`config.mk`:
```
export PLATFORM = sky130hd
export DESIGN_NAME = nrsh_mac
export DESIGN_NICKNAME = d
export VERILOG_FILES = /design/src/sv/nrsh_pkg.sv /design/src/sv/nrsh_mac.sv
export SDC_FILE = /design/constraint.sdc
export NUM_CORES = 1
export LEC_CHECK = 0
export BUFFER_PORTS_ARGS = -buffer_cell sky130_fd_sc_hd__buf_2
export CAP_MARGIN = 30
export CORE_AREA = 2 2 195 197
export CTS_CLUSTER_DIAMETER = 100
export DETAILED_ROUTE_END_ITERATION = 10
export DIE_AREA = 0 0 197 199
export PLACE_DENSITY_LB_ADDON = 0.1
export SYNTH_ARGS = -nofsm -noshare
export SYNTH_HDL_FRONTEND = slang
export SYNTH_SLANG_ARGS = --single-unit
```
`constraint.sdc`:
```
create_clock -name clk -period 8.6 [get_ports clk]
set_input_delay 1.29 -clock clk [delete_from_list [all_inputs] [get_ports clk]]
set_output_delay 1.29 -clock clk [all_outputs]
set_load 0.03 [all_outputs]
```
`src/sv/nrsh_pkg.sv`:
```
// Shared types and constants for the nearest ray/segment hit block.
// Used by the wall store, the multiply-accumulate unit, the divider and the top level.
package nrsh_pkg;

  // Item kinds carried on s_tuser
  localparam logic OP_WRITE = 1'b0;
  localparam logic OP_CAST  = 1'b1;

  localparam int CFG_W  = 10;  // walls_in_use register
  localparam int SLOT_W = 9;

  // Datapath widths
  localparam int OPA_W  = 25;  // ax, ay and sign-extended direction terms
  localparam int OPB_W  = 17;  // bx, by and sign-extended direction terms
  localparam int PROD_W = OPA_W + OPB_W;
  localparam int ACC_W  = PROD_W + 1;
  localparam int DEN_W  = 34;
  localparam int TN_W   = 43;
  localparam int SN_W   = 42;

  // Divider: numerator shift register, divisor, step counter
  localparam int DIV_NUM_W = 56;
  localparam int DIV_DEN_W = 33;
  localparam int STEP_W    = 6;
  localparam logic [STEP_W-1:0] T_DIV_STEPS = 6'd56;
  localparam logic [STEP_W-1:0] S_DIV_STEPS = 6'd8;

  typedef struct packed {
    logic [15:0] y2;
    logic [15:0] x2;
    logic [15:0] y1;
    logic [15:0] x1;
  } wall_t;

  typedef enum logic [1:0] {
    DST_DEN = 2'd0,
    DST_TN  = 2'd1,
    DST_SN  = 2'd2
  } mac_dst_t;

  typedef struct packed {
    logic             valid;
    logic             first;
    mac_dst_t         dst;
    logic [OPA_W-1:0] a;
    logic [OPB_W-1:0] b;
  } mac_req_t;

  typedef struct packed {
    logic     valid;
    mac_dst_t dst;
  } mac_rsp_t;

  typedef struct packed {
    logic                 start;
    logic [STEP_W-1:0]    steps;
    logic [DIV_NUM_W-1:0] num;
    logic [DIV_DEN_W-1:0] rem0;
    logic [DIV_DEN_W-1:0] den;
  } div_req_t;

  typedef struct packed {
    logic                 busy;
    logic                 done;
    logic [DIV_NUM_W-1:0] quo;
  } div_rsp_t;

endpackage

```
`src/sv/nrsh_mac.sv`:
```
// Shared signed multiply-subtract unit: product register, then accumulator.
// A first step loads the product, the second subtracts it. Depends on nrsh_pkg.
module nrsh_mac
  import nrsh_pkg::*;
(
  input  logic                    clk,
  input  logic                    rst,
  input  mac_req_t                req,
  output mac_rsp_t                rsp,
  output logic signed [ACC_W-1:0] acc
);

  logic signed [PROD_W-1:0] prod;
  logic                     p_valid;
  logic                     p_first;
  mac_dst_t                 p_dst;

  always_ff @(posedge clk) begin
    rsp.dst <= p_dst;
    if (rst) begin
      p_valid   <= 1'b0;
      rsp.valid <= 1'b0;
    end else begin
      p_valid   <= req.valid;
      rsp.valid <= p_valid && !p_first;
    end
  end

  always_ff @(posedge clk) begin
    prod    <= $signed(req.a) * $signed(req.b);
    p_first <= req.first;
    p_dst   <= req.dst;
    if (p_valid) begin
      acc <= p_first ? ACC_W'(prod) : acc - ACC_W'(prod);
    end
  end

endmodule

```
# Word-level counts from Yosys, hierarchy flattened
# Cells that the tools add are included.
# word_totals
regBits	92
inputBits	48
output_inout_bits	46
elab_cells	12
# classes
addsub	1
n_mul	1
muxes	1
n_reduce_logical	2
# ops
operator	count
$mux W43	1
$sub A43 B42 Y43	1
$mul A25 B17 Y42	1
$logic_and A1 B1 Y1	1
$logic_not A1 Y1	1

# Depth between registers and ports, before layout
# Gate-level depths: netlist (run 1).
# depth
depth_word	2
mapped_depth	25
depth_no_buf	24

# Worst setup path after synthesis (run 1)
# OpenSTA, ideal clock, no wires.
# synth_timing
path_kind	in2reg
start	input req[31] (netlist bit)
end	register prod[40]
setup_time_ns	0.135
arrival_time_ns	6.776
required_time_ns	8.465
setup_slack_ns	1.689
stages	24
path_buffers	1
path_cell_list	clkbuf_1 > nand2_1 > fa_1 > inv_1 > fa_1 > inv_1 > fa_1 > inv_1 > fa_1 > fa_1 > inv_1 > fa_1 > inv_1 > ha_1 > and3_1 > nand2_1 > a211o_1 > a21oi_1 > o21ai_1 > nand3_1 > o21ai_1 > a311oi_2 > mux2i_1 > o2111ai_1
# synth_via
elab_chain_len	1
# synth_lines
item	line_no	text
start, declared	nrsh_mac.sv:8	input mac_req_t req,
$mul A25 B17 Y42	nrsh_mac.sv:30	prod <= $signed(req.a) * $signed(req.b);
end signal, assigned	nrsh_mac.sv:30	
end, declared	nrsh_mac.sv:13	logic signed [PROD_W-1:0] prod;
# Every way passes these cells.
# A chain may end at the register's enable or synchronous reset.

# Worst setup path in the final report (run 1)
# layout_timing
start	input req[8] (netlist bit)
end	register prod[40]
# Same word-level chain as after synthesis.

==> reports/summary.txt, run 1 <==
status: finished, final reports clean
FILL cells: 3344
post-CTS setup buffer count: 0
Final Critical Period: 7263 ps
CP startpoint kind: input port
layout cells sized above 1: 5.890%
initial core utilization: 54.40%
cell count after placement: 2716
Die X-Extent: 197 µm
# hold bufs at CTS: 0
Rows: 71
Fmax: 0.1377 GHz
post-synthesis instance area: 0.02020 mm²
worst r2r src: acc[0]
Hold Crit Depth: 0
Hold EP: rsp[1]
r2r endpoint: acc[30]
Max Slew Vio Count: 0
routed via count: 14270
pin count of the biggest net entering global routing: 59
core area: 0.03713 mm²
GRT Overall Usage: 25.67%
multi-input logic area: 0.01566 mm²
Core Util, Final: 57.50%
Max-slew headroom: 47.93%
period utilisation layout: 84.46%
RSZ-0062 raised after global routing: false
sequential area share after synthesis: 11.25%
Async SR Flop Fraction: 0%
Slew @ Worst Pin: 778.7 ps
first-pass GRT wire length: 79.17 mm
Avg Cell Area, Syn: 9.103 µm²
crit path DAT: 7490 ps
diode count: 0
Fin. Hold Viols: 0
Post-Syn Nets: 2827
die area: 0.03920 mm²
total routed wirelength: 46.90 mm
GRT Residual Overflow: 0
cell count after synthesis: 2219
Cell Count, Final, Fillers Out: 2732
io pins: 94
Seq cells post-synth: 92
setup_tns: 0 ps
Max clock buf depth: 2
Layout area overhead: 5.705%
Clk Latency, worst-skew pair: 360 ps
dpl hpwl: 38.88 mm
crit path max fanout: 25
# resized after CTS: 0
register area: 0.002275 mm²
1st-pass router iterations: 6
Clock Tree Root: clkbuf_16
hold crit path type: reg -> reg
Critical Path RT: 8820 ps
R2R depth: 13
final-stage net count: 2861
Netlist cell types: 66
worst hold start: p_dst[1]
# DRC: 0
Reg clk slew, reported paths: 60 ps
number of CTS-inserted buffers: 9
Synth warnings: 0
via density per instance: 5.221
GPL Wtd Cong: 0.8833
die height: 199 µm
R2R Setup Slk: 5200 ps
Worst Clk Skew: 9.123 ps
Worst Setup End Kind: register
htree depth: 3
crit path kind: in -> reg
Primary FF master, synth: dfxtp_1
Setup violations, final: 0
Port Buffers: 93
Max Cap Viol: 0
initial antenna violation count: 0
number of synthesized flops with an enable pin: 43
commonest non-fill, non-tap cell in the layout: inv_1
Final ANT Viol Nets: 0
drt wl/cell: 17.17 µm
DRT iter0 DRCs: 735
most frequent cells in the layout: inv_1, fa_1, nand2_1
number of global-route vias before repair: 15040
number of clock sinks: 92
CTS tree: built
-- logic make-up (layout without fill, tap and decap cells) --
family                   after synthesis  in the layout  share of synthesized area, %
flip-flops                            92             92                         11.25
AND/OR/NAND/NOR                      610            610                         14.68
AO/OA/AOI/OAI                        275            275                         9.229
multiplexers                           4              4                        0.1982
buffers and inverters                603            642                         11.21
adder cells (fa/ha/maj)              560            560                         50.18
XOR/XNOR                              75             75                         3.252
-- sequential cells by signal, indices dropped and copies added (netlist names) --
| name | count |
|---|---|
| p_dst | 2 |
| rsp | 3 |
| acc | 43 |
| prod | 42 |
| p_first | 1 |
| p_valid | 1 |
-- through the flow --
stage	cell area, µm²	hold slack [ps]	setup WS [ps]
3_3_place_gp	21010	318.2	1058
3_5_place_dp	21010	323.3	926.0
4_1_cts	21350	337.3	1299
5_1_grt	21350	351.0	994.2
2_1_floorplan	20200	309.6	1689
6_report	21350	335.0	1337
-- synthesized netlist by cell type (3+ instances only) --
cell / count / area share, %
nand3b_1: 3 / 0.11
a31oi_1: 6 / 0.19
o211ai_1: 3 / 0.11
mux2i_1: 4 / 0.20
a211oi_1: 10 / 0.37
dfxtp_1: 49 / 4.9
ha_1: 143 / 8.9
nor3_1: 10 / 0.25
o21ai_0: 55 / 1.4
nand2b_1: 12 / 0.37
a2111oi_0: 3 / 0.13
a21oi_1: 69 / 1.7
o21a_1: 6 / 0.22
edfxtp_1: 43 / 6.4
and2_1: 194 / 6.0
o21bai_1: 9 / 0.33
clkbuf_1: 72 / 1.3
nand4_1: 5 / 0.15
fa_1: 417 / 41
inv_1: 529 / 9.8
o21ai_1: 10 / 0.25
nor3b_1: 4 / 0.15
nor2_1: 55 / 1.0
nand2_1: 278 / 5.2
nand3_1: 15 / 0.37
xnor2_1: 58 / 2.5
and3_1: 17 / 0.53
a21o_1: 59 / 2.2
a211o_1: 4 / 0.17
xor2_1: 17 / 0.74
o31ai_1: 4 / 0.15
nor2b_1: 11 / 0.34
-- worst max-delay path by stage --
stage | end | start | cells past startpoint
finish | prod[40] | req[8] | 24
detailed placement | prod[40] | req[8] | 24
CTS | prod[40] | req[8] | 24
floorplan | prod[40] | req[31] | 24
global route | prod[40] | req[8] | 24
global placement | prod[40] | req[8] | 24
-- metal layers --
metal | global-route usage (%) | up-vias | wire length [µm]
li1 | - | 6762 | -
met4 | 4.094 | 0 | 378
met1 | 39.09 | 7051 | 23060
met5 | 0 | - | 0
met3 | 5.256 | 26 | 3708
met2 | 38.57 | 426 | 19750
-- layout make-up --
type	instances	share of cell area (%)
inverter	529	9.299
multi-input combinational	1524	73.36
sequential	92	10.65
timing repair buffer	97	2.320
tap	474	2.777
clock inverter	6	0.4219
clock buffer	10	1.172
-- worst max-delay path: stages --
cell and delay (ps):
buf_2 450, nand2_1 160, fa_1 550, inv_1 50, fa_1 500, inv_1 60
fa_1 540, inv_1 50, fa_1 440, fa_1 490, inv_1 50, fa_1 470
inv_1 40, ha_1 350, and3_1 210, nand2_1 90, a211o_1 290, a21oi_1 330
o21ai_1 140, nand3_1 160, o21ai_1 120, a311oi_2 300, mux2i_1 220, o2111ai_1 120
Power of run 1 is left out: the tool's default activity adds up to more than one toggle a clock period on the data nets, which glitch-free logic cannot reach.
==> run 2, diff against run 1 <==
==> constraint.sdc (replaced) <==
create_clock -name clk -period 7.6 [get_ports clk]
set_input_delay 1.14 -clock clk [delete_from_list [all_inputs] [get_ports clk]]
set_output_delay 1.14 -clock clk [all_outputs]
set_load 0.03 [all_outputs]
==> reports/summary.txt, run 2 (synthesized netlist as in run 1, its figures left out) <==
cell count after placement: 2738 (+0.81%)
crit path max fanout: 16 (-36%)
htree depth: 3 (unchanged)
max reg flops: 43 (unchanged)
total routed wirelength: 47.76 mm (+1.8%)
RSZ-0062 raised after global routing: false
Crit path largest cell delay: 540 ps (about the same)
hold crit path type: reg -> reg
die height: 199 µm (unchanged)
drt wl/cell: 17.34 µm (+1.0%)
Max Slew Vio Count: 0 (unchanged)
Die X-Extent: 197 µm (unchanged)
status: finished, final reports clean
crit path DAT: 7230 ps (-260 ps)
Fin. Hold Viols: 0 (unchanged)
final-stage net count: 2883 (+0.77%)
most frequent cells in the layout: inv_1, fa_1, nand2_1
Port Buffers: 93 (unchanged)
setup_tns: 0 ps (unchanged)
CP Cell Sequence: buf_2 > buf_4 > nand2_1 > fa_1 > fa_1 > fa_1 > fa_1 > inv_1 > fa_1 > inv_1 > fa_1 > inv_1 > ha_1 > and3_1 > nand2_1 > a211o_1 > a21oi_1 > o21ai_1 > nand3_1 > o21ai_1 > a311oi_2 > mux2i_1 > o2111ai_1
via density per instance: 5.206 (-0.31%)
# resized after CTS: 0 (unchanged)
Final ANT Viol Nets: 0 (unchanged)
Reg clk slew, reported paths: 60 ps (about the same)
Clk Latency, worst-skew pair: 350 ps (about the same)
layout cells sized above 1: 6.798% (+0.91 points)
period utilisation layout: 92.29%
Final Critical Period: 7014 ps
GPL Wtd Cong: 0.8990 (+1.8%)
Clock Tree Root: clkbuf_16
Top reg by flops: acc
core area: 0.03713 mm² (unchanged)
first-pass GRT wire length: 79.52 mm (+0.44%)
CP startpoint kind: input port
crit path max-delay cell type: fa_1
Fmax: 0.1426 GHz
# hold bufs at CTS: 0 (unchanged)
DRT iter0 DRCs: 627 (-15%)
commonest non-fill, non-tap cell in the layout: inv_1
dpl hpwl: 40.53 mm (+4.2%)
die area: 0.03920 mm² (unchanged)
initial core utilization: 54.40% (unchanged)
Core Util, Final: 57.81% (+0.31 points)
Cell Count, Final, Fillers Out: 2754 (+0.81%)
number of clock sinks: 92 (unchanged)
io pins: 94 (unchanged)
crit path kind: in -> reg
# DRC: 0 (unchanged)
initial antenna violation count: 0 (unchanged)
Buffers & Inverters on Critical Path: 5 (-1)
Max Cap Viol: 0 (unchanged)
Critical Path RT: 7820 ps (-1000 ps)
GRT Overall Usage: 25.97% (+0.30 points)
pin count of the biggest net entering global routing: 91 (+54%)
CTS tree: built
Max-slew headroom: 45.97% (-2.0 points)
hold_ws: 328.9 ps (-6.080 ps)
GRT Residual Overflow: 0 (unchanged)
Layout area overhead: 6.268%
number of global-route vias before repair: 15130 (+0.57%)
1st-pass router iterations: 5 (-1)
number of CTS-inserted buffers: 9 (unchanged)
routed via count: 14340 (+0.50%)
Crit path top cell by count: fa_1
Worst Clk Skew: 7.377 ps (-1.746 ps)
Setup violations, final: 0 (unchanged)
Slew @ Worst Pin: 810.4 ps (+31.72 ps)
critical path's top delay family: adder cells
Rows: 71 (unchanged)
post-CTS setup buffer count: 0 (unchanged)
Max clock buf depth: 2 (unchanged)
Worst Setup End Kind: register
top flop regs: acc: 43 flops, prod: 42 flops, rsp: 3 flops
diode count: 0 (unchanged)
## run 2: layout make-up
type,instances,area (µm²)
fillers,3430,15670
multi-input cells,1524,15660
flip-flops and latches,92,2275
inverters,529,1986
repair buffers,119,673.1
well taps,474,593.1
clock buffers,11,242.7
clock inverters,5,33.78
## run 2: routing by layer
metal / vias to the layer above / GRT usage, % / wire [µm]
met5: - / 0 / 0
met4: 0 / 4.623 / 561
met3: 31 / 5.307 / 3502
met2: 380 / 39.54 / 20320
met1: 7114 / 38.90 / 23380
li1: 6811 / - / -
## run 2: final timing paths
check	from	endpoint	slack, ps	cells after the start
worst max-delay path	req[2]	prod[40]	590	23
worst min register to register	p_dst[0]	rsp[0]	330	0
worst max register to register	acc[0]	acc[30]	4180	13
worst min-delay path	p_dst[0]	rsp[0]	330	0
## run 2: stage by stage
step | setup slack, ps | cell area (µm²)
2_1_floorplan | 839.0 | 20200
5_1_grt | 183.8 | 21470
4_1_cts | 596.6 | 21470
3_3_place_gp | 306.2 | 21170
6_report | 586.3 | 21470
3_5_place_dp | 245.3 | 21190
Power of run 2 is left out for the same reason.
