--- src/sv/nrsh_pkg.sv ---
// Shared types and constants for the nearest ray/segment hit block.
// Used by the wall store, the multiply-accumulate unit, the divider and the top level.
package nrsh_pkg;

  // Item kinds carried on s_tuser
  localparam logic OP_WRITE = 1'b0;
  localparam logic OP_CAST  = 1'b1;

  localparam int CFG_W  = 10;  // walls_in_use register
  localparam int SLOT_W = 9;

  // Datapath widths
  localparam int OPA_W  = 25;  // ax, ay and sign-extended direction terms
  localparam int OPB_W  = 17;  // bx, by and sign-extended direction terms
  localparam int PROD_W = OPA_W + OPB_W;
  localparam int ACC_W  = PROD_W + 1;
  localparam int DEN_W  = 34;
  localparam int TN_W   = 43;
  localparam int SN_W   = 42;

  // Divider: numerator shift register, divisor, step counter
  localparam int DIV_NUM_W = 56;
  localparam int DIV_DEN_W = 33;
  localparam int STEP_W    = 6;
  localparam logic [STEP_W-1:0] T_DIV_STEPS = 6'd56;
  localparam logic [STEP_W-1:0] S_DIV_STEPS = 6'd8;

  typedef struct packed {
    logic [15:0] y2;
    logic [15:0] x2;
    logic [15:0] y1;
    logic [15:0] x1;
  } wall_t;

  typedef enum logic [1:0] {
    DST_DEN = 2'd0,
    DST_TN  = 2'd1,
    DST_SN  = 2'd2
  } mac_dst_t;

  typedef struct packed {
    logic             valid;
    logic             first;
    mac_dst_t         dst;
    logic [OPA_W-1:0] a;
    logic [OPB_W-1:0] b;
  } mac_req_t;

  typedef struct packed {
    logic     valid;
    mac_dst_t dst;
  } mac_rsp_t;

  typedef struct packed {
    logic                 start;
    logic [STEP_W-1:0]    steps;
    logic [DIV_NUM_W-1:0] num;
    logic [DIV_DEN_W-1:0] rem0;
    logic [DIV_DEN_W-1:0] den;
  } div_req_t;

  typedef struct packed {
    logic                 busy;
    logic                 done;
    logic [DIV_NUM_W-1:0] quo;
  } div_rsp_t;

endpackage

--- src/sv/nrsh_div.sv ---
// Restoring divider, one quotient bit per cycle, shared by the t and s quotients.
// Starts from a preset remainder so short quotients need few steps. Depends on nrsh_pkg.
module nrsh_div
  import nrsh_pkg::*;
(
  input  logic     clk,
  input  logic     rst,
  input  div_req_t req,
  output div_rsp_t rsp
);

  logic [DIV_DEN_W-1:0] rem;
  logic [DIV_DEN_W-1:0] den_r;
  logic [DIV_NUM_W-1:0] numsh;
  logic [DIV_NUM_W-1:0] quo;
  logic [STEP_W-1:0]    cnt;
  logic                 busy;
  logic                 done;

  logic [DIV_DEN_W:0]   shifted;
  logic [DIV_DEN_W+1:0] diff;
  logic                 take;

  assign shifted = {rem, numsh[DIV_NUM_W-1]};
  assign diff    = {1'b0, shifted} - {2'b00, den_r};
  assign take    = !diff[DIV_DEN_W+1];

  always_ff @(posedge clk) begin
    if (rst) begin
      busy <= 1'b0;
      done <= 1'b0;
      cnt  <= '0;
    end else begin
      done <= 1'b0;
      if (req.start) begin
        busy <= 1'b1;
        cnt  <= req.steps;
      end else if (busy) begin
        cnt <= cnt - STEP_W'(1);
        if (cnt == STEP_W'(1)) begin
          busy <= 1'b0;
          done <= 1'b1;
        end
      end
    end
  end

  always_ff @(posedge clk) begin
    if (req.start) begin
      rem   <= req.rem0;
      numsh <= req.num;
      den_r <= req.den;
      quo   <= '0;
    end else if (busy) begin
      rem   <= take ? diff[DIV_DEN_W-1:0] : shifted[DIV_DEN_W-1:0];
      numsh <= {numsh[DIV_NUM_W-2:0], 1'b0};
      quo   <= {quo[DIV_NUM_W-2:0], take};
    end
  end

  assign rsp.busy = busy;
  assign rsp.done = done;
  assign rsp.quo  = quo;

endmodule

--- config.mk ---
export PLATFORM = sky130hd
export DESIGN_NAME = nrsh_div
export DESIGN_NICKNAME = d
export VERILOG_FILES = /design/src/sv/nrsh_pkg.sv /design/src/sv/nrsh_div.sv
export SDC_FILE = /design/constraint.sdc
export NUM_CORES = 1
export LEC_CHECK = 0
export ABC_AREA = 1
export BUFFER_PORTS_ARGS = -buffer_cell sky130_fd_sc_hd__buf_2
export CAP_MARGIN = 5
export CELL_PAD_IN_SITES_DETAIL_PLACEMENT = 0
export CELL_PAD_IN_SITES_GLOBAL_PLACEMENT = 1
export CORE_MARGIN = 8
export CORE_UTILIZATION = 41
export DETAILED_ROUTE_END_ITERATION = 8
export GPL_ROUTABILITY_DRIVEN = 0
export PLACE_DENSITY = 0.85
export SKIP_CTS_REPAIR_TIMING = 1
export SYNTH_ARGS = -nofsm -noshare
export SYNTH_HDL_FRONTEND = slang
export SYNTH_SLANG_ARGS = --single-unit
--- constraint.sdc ---
create_clock -name clk -period 5.45 [get_ports clk]
set_input_delay 1.635 -clock clk [delete_from_list [all_inputs] [get_ports clk]]
set_output_delay 1.635 -clock clk [all_outputs]
set_load 0.01 [all_outputs]
# [Yosys cells after proc, flatten, opt, wreduce, memory -nomap -nowiden]
# Index checks and enable logic that the tools add are counted.
[word_totals] elab_cells=25 output_inout_bits=58 rom_bits=0 latch_bits=0 inputBits=131 regBits=186 mem_bits_rw=0 memories=0
[classes] n_div=0 magnitude_cmp=0 reduce_logical=3 addsub=2 muxes=11 multipliers=0 n_bitwise=1 eq_ne=1 shift=0
[op_table] operator="56-bit 2-to-1 mux" count=2
[op_table] operator="33-bit 2-to-1 mux" count=3
[op_table] operator="34-bit by 33-bit subtractor with 35-bit output" count=1
[op_table] operator="6-bit 2-to-1 mux" count=2
[op_table] operator="6-bit by 1-bit == test with 1-bit output (second input constant)" count=1
[op_table] operator="6-bit by 1-bit subtractor with 6-bit output (second input constant)" count=1
[op_table] operator="1-bit 2-to-1 mux" count=4
[op_table] operator="3-bit OR reduction" count=1
[op_table] operator="2-bit nonzero test" count=1
[op_table] operator="1-bit zero test" count=1
[op_table] operator="1-bit inverter" count=1

# [Depth between registers and ports, before layout]
# Gate-level depths: netlist of the first run.
[logic_depth] word_depth=4 ltp_mapped=17 depth_no_buf=16

# [Worst setup path before layout of the first run]
# OpenSTA, ideal clock, no wires.
[synth_timing] path_kind="in2reg" startpoint="input req[128] (netlist name)" endpoint="register numsh[0] (enable)" stages=4 setup_ns=0.489 t_required_ns=4.961 slack_ns=0.360 arrival_ns=4.601 n_path_buf=2 cell_sequence="buf_2 > nor2_1 > inv_1 > clkbuf_1"
[synth_between] elab_chain_cells=1
[synth_lines] element="from (decl)" line="nrsh_div.sv:8" source="input div_req_t req,"
[synth_lines] element="2-bit nonzero test (no line)"
[synth_lines] element="to (signal assigned)" line="nrsh_div.sv:51" source="numsh <= req.num;"
[synth_lines] element="to (signal assigned)" line="nrsh_div.sv:56" source="numsh <= {numsh[DIV_NUM_W-2:0], 1'b0};"
[synth_lines] element="to (decl)" line="nrsh_div.sv:14" source="logic [DIV_NUM_W-1:0] numsh;"
# Every way passes these cells.
# A chain may end at the register's enable or synchronous reset.

# [Final worst setup path of the first run]
[layout_timing] startpoint="input req[128] (netlist name)" endpoint="register numsh[37] (enable)"
# The elaborated chain is that of the path after synthesis.

==> summary.txt, run 1 <==
Run status
  – Status: complete, no violations

Detailed routing
  – DR pass1 iterations: 7
  – Final wirelength: 27.1 mm
  – Final ANT Viol Nets: 0
  – DRC viols: 0
  – DR WL/cell: 14.7 microns
  – Vias: 8741
  – Initial DRC count: 629
  – Via density: 4.76

Synth
  – Post-synth top cells: 527 x nand2_1, 232 x inv_1, 122 x edfxtp_1
  – Post-Syn Instances: 1321
  – Synthesized area: 10300 sq um
  – Number of unique standard cell types used by synthesis: 42
  – Fraction of registers with async set/reset: 0
  – Mapped Nets: 1488
  – Yosys warns: 0
  – Post-synth EDFFs: 122
  – Synth top area share: 0.357
  – Synth top area cells: edfxtp_1 36%, nand2_1 19%, dfxtp_1 12%, inv_1 8.5%, ha_1 4.3%
  – Mean Syn Cell Area: 7.77 sq um
  – Ys flop type: edfxtp_1
  – Count leader, synth: nand2_1
  – #FFs+latches synth: 186
  – Largest area contributor in the netlist: edfxtp_1
  – Part of the Yosys area used for sequential elements: 0.482

STA
  – Setup TNS: 0 ns
  – Unrepaired setup endpoints after global routing: false
  – Fin crit share: 0.604
  – Hold Violations, Final: 0
  – Worst slew pin tran: 0.952 ns
  – Setup-failing EPs final: 0
  – Max Transition Viols Final: 0
  – Clock Skew: 0.0187 ns
  – Final Critical Period: 3.29 ns
  – Final hold slack: 0.471 ns
  – FMAX: 0.304 GHz
  – Relative slew slack: 0.365

Critical path
  – WS Path Type: input pin to flip-flop
  – Worst-path cell chain: buf_4, nor2_1, inv_4, buf_4
  – Worst endpoint required time: 5.56 ns
  – CP startpoint kind: input pin
  – Setup crit end kind: flip-flop
  – Crit-path max cell delay: 0.64 ns
  – Critical Path Most Common Cell: buf_4
  – CP startpoint: req[128]
  – Crit path arrival time: 3.40 ns
  – Crit Reg-Reg Startpoint: numsh[55]$_DFFE_PP_
  – Slowest cell on crit path: inv_4
  – Critical-path maximum fanout: 69

Worst hold path
  – Startpoint of the worst hold path: quo[55]$_SDFFE_PP0P_
  – Hold WC Path Type: flip-flop to flip-flop

Placement
  – Dpl hpwl: 20.3 mm
  – Buffers added on ports: 188

Floorplan
  – Die Y-Extent: 174 microns
  – Initial Util: 0.412
  – CORE AREA: 24900 sq um
  – Rows: 58
  – Boundary Pins: 189
  – Die Area: 30400 sq um
  – Die W: 174 microns

Clock network
  – Clk root buf: clkbuf_16
  – Num CTS Buffers: 17
  – Clock Pin Slew Worst Setup and Hold Paths: 0.08 ns
  – Worst skew pair latency: 0.44 ns
  – Max clock buf depth: 2
  – CTS tree: yes
  – Clock Sinks: 186
  – CTS H-tree lvls: 4

Global route
  – First-pass GRT wire length: 43.6 mm
  – Vias in the first global route: 8658
  – Largest net degree at the start of global routing: 97
  – Tot GR Track Use: 0.176
  – Antenna violations before repair: 11
  – Global route overflow: 0

Cells and area
  – Nets: 1658
  – Area delta synth->final: 17.6%
  – Layout cells sized above 1: 0.170
  – Fill count: 2548

Run
  – Max Cap Viol: 0

Power
  – Leakage power: 6.13 nW
  – Pwr/cell area: 358 nW/um^2
  – Peak VDD IR: 0.000197 V
[cell families (layout without fill, tap and decap cells)]
kind of cell	count (synthesis)	count (layout)	share of synthesized area
AO/OA/AOI/OAI	92	92	0.0555
flip-flops	186	186	0.482
buffers and inverters	281	464	0.110
adder cells (fa/ha/maj)	36	36	0.0446
AND/OR/NAND/NOR	712	712	0.296
XOR/XNOR	14	14	0.0119
other	0	4	0
[power breakdown]
part           switching (W)  total [W]  internal [W]
registers          0.0000548    0.00172       0.00167
logic               0.000823    0.00128      0.000458
clock network       0.000677    0.00132      0.000643
total                0.00155    0.00432       0.00277
[final cells by class]
| cell class | instances | area, sq um | area share |
|---|---|---|---|
| Clock buffer | 17 | 425 | 0.0352 |
| Multi-Input combinational cell | 854 | 4190 | 0.347 |
| Sequential cell | 186 | 4940 | 0.410 |
| Antenna cell | 4 | 10.0 | 0.000829 |
| Tap cell | 330 | 413 | 0.0342 |
| Inverter | 238 | 896 | 0.0742 |
| Timing Repair Buffer | 194 | 988 | 0.0819 |
| Clock inverter | 15 | 201 | 0.0167 |
[state kept, by name, summed over array words and instances, names as in the netlist]
signal and flops:
done 1, den_r 33, numsh 56, cnt 6, quo 56, busy 1, rem 33
[per-layer routing]
| layer | track usage | part of all wire | vias to the layer above |
|---|---|---|---|
| li1 | - | - | 4517 |
| met1 | 0.222 | 0.45 | 3951 |
| met2 | 0.291 | 0.47 | 216 |
| met3 | 0.0523 | 0.065 | 41 |
| met4 | 0.0470 | 0.014 | 16 |
| met5 | 0 | 0.0037 | - |
[worst paths after layout]
kind                                to  slack [ns]  cells after the start
hold / removal    quo[55]$_SDFFE_PP0P_        0.47                      2
setup / recovery   numsh[37]$_DFFE_PP_        2.16                      4
setup reg to reg     rem[28]$_DFFE_PP_        2.73                     13
hold reg to reg   quo[55]$_SDFFE_PP0P_        0.47                      2
[per-stage QoR]
stage | setup slack [ns] | cells | cell area (sq um) | total power (W) | utilization
floorplan | 0.360 | 1321 | 10300 | 0.00273 | -
global placement | 1.72 | 1802 | 11400 | 0.00302 | 0.459
detailed placement | 1.63 | 1802 | 11400 | 0.00304 | 0.459
CTS | 2.14 | 1834 | 12100 | 0.00436 | 0.485
global route | 1.99 | 1837 | 12100 | 0.00460 | 0.485
finish | 2.16 | 1838 | 12100 | 0.00432 | 0.485
[worst max-delay path, delay by kind of cell]
kind	cells	cell delay, ns
buffers and inverters	3	1.47
and+or+nand+nor	1	0.22
[cells in the final DEF (no fill, tap or decap), types with 7 or more instances in the layout]
cell	netlist	final
o21ai_0	9	9
and2_1	7	7
buf_2	5	187
nand3_1	69	69
o22ai_1	54	54
nand2_1	527	527
edfxtp_1	122	122
inv_1	232	231
buf_4	6	7
xnor2_1	13	13
nor2_1	44	44
nand3_2	7	7
nand3b_1	28	28
a21oi_1	15	15
dfxtp_1	64	64
ha_1	35	35
clkbuf_16	0	17
nand4_1	10	10
No activity file was read; power rests on OpenSTA's default activity.
==> run 2: changes to the inputs <==
Settings changed: CORE_UTILIZATION 41 to 37, PLACE_DENSITY 0.85 to 0.82.
Clock period 5.45 ns to 2.8 ns, I/O delays scaled along.
==> summary.txt, run 2 (synthesized netlist as in run 1, its figures left out) <==
Run status
  – Status: complete, no violations

Critical path
  – Setup crit end kind: flip-flop
  – Crit-path max cell delay: 0.45 ns (-0.19 ns)
  – Critical-path maximum fanout: 21 (-70%)
  – R2R Path End: rem[7]$_DFFE_PP_
  – CP startpoint kind: flip-flop
  – Slowest cell on crit path: fa_1
  – WS Path Type: flip-flop to flip-flop
  – Worst Reg-to-Reg Cells: 13 (unchanged)
  – Worst-path cell chain: inv_1, ha_1, inv_1, fa_1, nand3_1, nand3_2, nand2_2, nand2_4, nand2_4, buf_4, nand3b_1, nand3_1, nand2_1
  – Worst endpoint required time: 3.00 ns (-2.56 ns)
  – Crit Reg-Reg Startpoint: numsh[55]$_DFFE_PP_
  – R2r setup slk: 0.26 ns (-2.47 ns)
  – Crit path arrival time: 2.74 ns (-0.66 ns)

Cells and area
  – Nets: 1667 (+0.54%)
  – Largest regs: numsh x56, quo x56
  – Final non-filler cell total: 1894 (+3.0%)
  – Leading cell type in the layout, fill and taps excluded: nand2_1
  – Layout cells sized above 1: 0.175 (+0.00494)
  – Area delta synth->final: 19.0%
  – Core Util, Final: 0.444 (-0.0413)
  – Most frequent cells in the layout: 527 x nand2_1, 231 x inv_1, 187 x buf_2
  – Final Cell Area: 12200 sq um (+1.3%)

STA
  – Clock Skew: 0.0160 ns (-0.00270 ns)
  – Hold Violations, Final: 0 (unchanged)
  – Max Transition Viols Final: 0 (unchanged)
  – Final Critical Period: 2.54 ns
  – Fin crit share: 0.906
  – Setup TNS: 0 ns (unchanged)
  – Relative slew slack: 0.669 (+0.304)
  – Worst slew pin tran: 0.494 ns (-0.457 ns)
  – FMAX: 0.394 GHz
  – Setup-failing EPs final: 0 (unchanged)
  – Unrepaired setup endpoints after global routing: false

Global route
  – Antenna violations before repair: 13 (+2)
  – Tot GR Track Use: 0.169 (-0.00700)
  – Largest net degree at the start of global routing: 110 (+13%)
  – Vias in the first global route: 8902 (+2.8%)
  – Global route overflow: 0 (unchanged)
  – First-pass GRT wire length: 44.9 mm (+3.1%)

Floorplan
  – Die Y-Extent: 183 microns (+4.8%)
  – Rows: 61 (+5.2%)
  – Die Area: 33300 sq um (+9.8%)
  – CORE AREA: 27600 sq um (+11%)
  – Initial Util: 0.373 (-0.0398)
  – Boundary Pins: 189 (unchanged)
  – Die W: 183 microns (+4.8%)

Clock network
  – Worst skew pair latency: 0.46 ns (+0.02 ns)
  – Max clock buf depth: 2 (unchanged)
  – CTS H-tree lvls: 4 (unchanged)
  – Clock Sinks: 186 (unchanged)
  – Clk root buf: clkbuf_16
  – Num CTS Buffers: 17 (unchanged)
  – CTS tree: yes
  – Clock Pin Slew Worst Setup and Hold Paths: 0.08 ns (about the same)

Worst hold path
  – Startpoint of the worst hold path: quo[55]$_SDFFE_PP0P_
  – Hold Path Cell Cnt: 2 (unchanged)
  – Hold endpoint: quo[55]$_SDFFE_PP0P_
  – Hold WC Path Type: flip-flop to flip-flop

Detailed routing
  – Via density: 4.60 (-3.3%)
  – DR WL/cell: 14.6 microns (-0.69%)
  – DRC viols: 0 (unchanged)
  – Final wirelength: 27.7 mm (+2.3%)
  – Vias: 8713 (-0.32%)
  – Final ANT Viol Nets: 0 (unchanged)
  – Initial DRC count: 440 (-30%)
  – DR pass1 iterations: 5 (-2)

Placement
  – Placed Area: 11600 sq um (+1.6%)
  – # placed instances: 1859 (+3.2%)
  – Dpl hpwl: 21.1 mm (+3.9%)
  – Buffers added on ports: 188 (unchanged)

Power
  – Internal power: 0.00539 W (+95%)
  – Switching fraction of total power: 0.355 (-0.00448)
  – Psw: 0.00297 W (+91%)
  – Peak VDD IR: 0.000846 V (+330%)
  – Combinational power share: 0.306 (+0.010)
  – Sequential power share: 0.401 (+0.003)
  – Design Power: 0.00836 W (+93%)
  – Pwr/cell area: 684 nW/um^2 (+91%)
  – Leakage power: 6.18 nW (+0.89%)
  – Clock power frac: 0.293 (-0.013)

Run
  – Max Cap Viol: 0 (unchanged)
==> run 2: cell count changes in the layout (fill, tap and decap cells not counted), sizes merged <==
cell    previous run  this run
buf              194       203
clkinv             4         5
diode              4         3
inv              249       248
==> run 2: layout make-up <==
class                           count  area (sq um)
Timing Repair Buffer              203          1110
Inverter                          238           896
Tap cell                          378           473
Fill cell                        2817         15300
Clock inverter                     15           178
Multi-Input combinational cell    854          4190
Clock buffer                       17           425
Antenna cell                        3          7.51
Sequential cell                   186          4940
==> run 2: through the flow <==
stage	setup WS (ns)	hold slack (ns)
after floorplan	0.461	0.453
after global placement	0.308	0.438
after detailed placement	0.283	0.460
after CTS	0.256	0.477
after global routing	0.0679	0.489
final	0.262	0.470
==> run 2: critical path: cells and delay by family (launching register included) <==
family	cells	cell delay, ns
fa+ha+maj	2	0.58
buf+inv	3	0.39
simple gates	8	0.93
flops	1	0.37
==> run 2: how the worst max path moves through the flow <==
| stage | from | endpoint | cells past startpoint |
|---|---|---|---|
| 4_1_cts | numsh[55]$_DFFE_PP_ | rem[4]$_DFFE_PP_ | 13 |
| 3_5_place_dp | numsh[55]$_DFFE_PP_ | rem[4]$_DFFE_PP_ | 13 |
| 2_1_floorplan | req[128] | numsh[0]$_SDFFCE_PN0P_ | 4 |
| 6_report | numsh[55]$_DFFE_PP_ | rem[7]$_DFFE_PP_ | 13 |
| 5_1_grt | numsh[55]$_DFFE_PP_ | rem[6]$_DFFE_PP_ | 13 |
| 3_3_place_gp | rem[12]$_DFFE_PP_ | rem[2]$_DFFE_PP_ | 12 |
==> run 2: power groups by stage <==
stage	registers, W	logic [W]	clock network, W
global route	0.00338	0.00292	0.00263
finish	0.00335	0.00256	0.00245
CTS	0.00335	0.00256	0.00254
detailed placement	0.00341	0.00255	0
global placement	0.00340	0.00253	0
floorplan	0.00338	0.00192	0
==> run 2: layer usage <==
metal,part of all wire,GRT usage,vias to the layer above
met3,0.073,0.0664,52
met5,0.0044,0,-
met1,0.45,0.204,3885
li1,-,-,4539
met4,0.018,0.0544,20
met2,0.46,0.274,217
==> run 3: changes to the inputs <==
Settings changed: PLACE_DENSITY 0.82 to default, PLACE_DENSITY_LB_ADDON from default to 0.12, SLEW_MARGIN from default to 30.
==> summary.txt, run 3 (synthesized netlist as in run 1, its figures left out) <==
Clock network
  – Clock Pin Slew Worst Setup and Hold Paths: 0.08 ns (about the same)
  – Worst skew pair latency: 0.44 ns (-0.02 ns)
  – Num CTS Buffers: 17 (unchanged)
  – Clk root buf: clkbuf_16
  – Max clock buf depth: 2 (unchanged)
  – CTS H-tree lvls: 4 (unchanged)
  – Clock Sinks: 186 (unchanged)
  – CTS tree: yes

STA
  – Relative slew slack: 0.616 (-0.0527)
  – Max Transition Viols Final: 0 (unchanged)
  – Setup-failing EPs final: 0 (unchanged)
  – Setup TNS: 0 ns (unchanged)
  – Worst slew pin tran: 0.575 ns (+0.0809 ns)
  – Clock Skew: 0.0149 ns (-0.00117 ns)
  – Hold Violations, Final: 0 (unchanged)
  – Unrepaired setup endpoints after global routing: false
  – Fin crit share: 0.923 (+0.0165)
  – FMAX: 0.387 GHz (-1.8%)
  – Fin worst setup slack: 0.216 ns (-0.0462 ns)
  – Final Critical Period: 2.58 ns (+0.0461 ns)
  – Final hold slack: 0.484 ns (+0.0132 ns)

Floorplan
  – Die Area: 33300 sq um (unchanged)
  – CORE AREA: 27600 sq um (unchanged)
  – Rows: 61 (unchanged)
  – Initial Util: 0.373 (unchanged)
  – Boundary Pins: 189 (unchanged)
  – Die W: 183 microns (unchanged)
  – Die Y-Extent: 183 microns (unchanged)

Global route
  – Tot GR Track Use: 0.176 (+0.00670)
  – Largest net degree at the start of global routing: 122 (+11%)
  – First-pass GRT wire length: 46.7 mm (+3.8%)
  – Global route overflow: 0 (unchanged)
  – Antenna violations before repair: 13 (unchanged)
  – Vias in the first global route: 8839 (-0.71%)

Detailed routing
  – DR pass1 iterations: 5 (unchanged)
  – Initial DRC count: 573 (+30%)
  – Vias: 8582 (-1.5%)
  – Via density: 4.53 (-1.6%)
  – DRC viols: 0 (unchanged)
  – DR WL/cell: 15.2 microns (+4.1%)
  – Final wirelength: 28.9 mm (+4.2%)
  – Final ANT Viol Nets: 0 (unchanged)

Cells and area
  – Core Util, Final: 0.443 (about the same)
  – Leading cell type in the layout, fill and taps excluded: nand2_1
  – Layout cells sized above 1: 0.176 (+0.000545)
  – Final non-filler cell total: 1895 (+0.053%)
  – Most frequent cells in the layout: 527 x nand2_1, 231 x inv_1, 187 x buf_2
  – Nets: 1668 (+0.060%)
  – Largest regs: numsh x56, quo x56
  – Area delta synth->final: 19.0% (about the same)
  – Fill count: 2888 (+2.5%)

Power
  – Peak VDD IR: 0.000422 V (-50%)
  – Combinational power share: 0.309 (+0.003)
  – Sequential power share: 0.399 (-0.002)
  – Switching fraction of total power: 0.355 (about the same)
  – Pwr/cell area: 688 nW/um^2 (+0.58%)
  – Leakage power: 6.19 nW (+0.14%)
  – Internal power: 0.00542 W (+0.59%)
  – Clock power frac: 0.292 (about the same)
  – Psw: 0.00298 W (+0.47%)

Placement
  – Setup WS pre-CTS: 0.179 ns (-0.105 ns)
  – # placed instances: 1860 (+0.054%)
  – Dpl hpwl: 21.7 mm (+2.7%)
  – Buffers added on ports: 188 (unchanged)

Critical path
  – WS Path Type: flip-flop to flip-flop
  – CP startpoint kind: flip-flop
  – Crit path arrival time: 2.88 ns (+0.14 ns)
  – Critical-path maximum fanout: 34 (+62%)
  – Setup crit end kind: flip-flop
  – Worst endpoint required time: 3.10 ns (+0.10 ns)

Run status
  – Status: complete, no violations

Run
  – Max Cap Viol: 0 (unchanged)

Worst hold path
  – Hold WC Path Type: flip-flop to flip-flop
[run 3: changes by cell type in the layout (fill, tap and decap cells not counted)]
cell | previous run | this run
bufinv_8 | 0 | 1
inv_6 | 2 | 3
clkinv_8 | 4 | 2
clkinv_4 | 0 | 2
buf_4 | 12 | 13
inv_4 | 3 | 2
inv_12 | 2 | 1
[run 3: path summary, 6_finish.rpt]
check | startpoint | endpoint | slack (ns) | depth (start not counted)
setup reg to reg | numsh[55]$_DFFE_PP_ | rem[14]$_DFFE_PP_ | 0.22 | 13
setup / recovery | numsh[55]$_DFFE_PP_ | rem[14]$_DFFE_PP_ | 0.22 | 13
hold / removal | cnt[3]$_SDFFE_PP0P_ | cnt[3]$_SDFFE_PP0P_ | 0.48 | 2
hold reg to reg | cnt[3]$_SDFFE_PP0P_ | cnt[3]$_SDFFE_PP0P_ | 0.48 | 2
[run 3: power by group through the flow]
stage / clock network [W] / logic, W / registers [W]
2_1_floorplan: 0 / 0.00192 / 0.00338
3_3_place_gp: 0 / 0.00263 / 0.00340
3_5_place_dp: 0 / 0.00261 / 0.00341
4_1_cts: 0.00253 / 0.00262 / 0.00335
5_1_grt: 0.00263 / 0.00297 / 0.00338
6_report: 0.00246 / 0.00260 / 0.00335
[run 3: per-stage QoR]
| step | area, sq um | total power (W) |
|---|---|---|
| 2_1_floorplan | 10300 | 0.00530 |
| 3_3_place_gp | 11600 | 0.00603 |
| 3_5_place_dp | 11600 | 0.00602 |
| 4_1_cts | 12200 | 0.00851 |
| 5_1_grt | 12200 | 0.00899 |
| 6_report | 12200 | 0.00840 |
[run 3: metal layers]
| metal | vias to the layer above | track usage | wire length (microns) | share of wire |
|---|---|---|---|---|
| met5 | - | 0 | 120 | 0.0042 |
| met4 | 20 | 0.0423 | 323 | 0.011 |
| met3 | 36 | 0.0595 | 1870 | 0.065 |
| met2 | 167 | 0.282 | 13200 | 0.46 |
| met1 | 3830 | 0.225 | 13300 | 0.46 |
| li1 | 4529 | - | - | - |
[run 3: critical path, cell delays in order, from the launching register on]
cell      delay (ns)
edfxtp_1        0.36
inv_1           0.08
ha_1            0.13
inv_1           0.06
fa_1            0.45
nand3_1         0.15
nand3_2         0.14
nand2_2         0.12
nand2_4         0.06
nand2_4         0.27
nand2_8         0.26
nand2_1         0.14
nand3_1         0.12
nand2_1         0.10
[run 3: layout make-up]
class                           count  area, sq um  share of cell area
Sequential cell                   186         4940               0.405
Multi-Input combinational cell    854         4190               0.343
Timing Repair Buffer              204         1110              0.0911
Inverter                          238          896              0.0733
Tap cell                          378          473              0.0387
Clock buffer                       17          425              0.0348
Clock inverter                     15          166              0.0136
Antenna cell                        3         7.51            0.000614
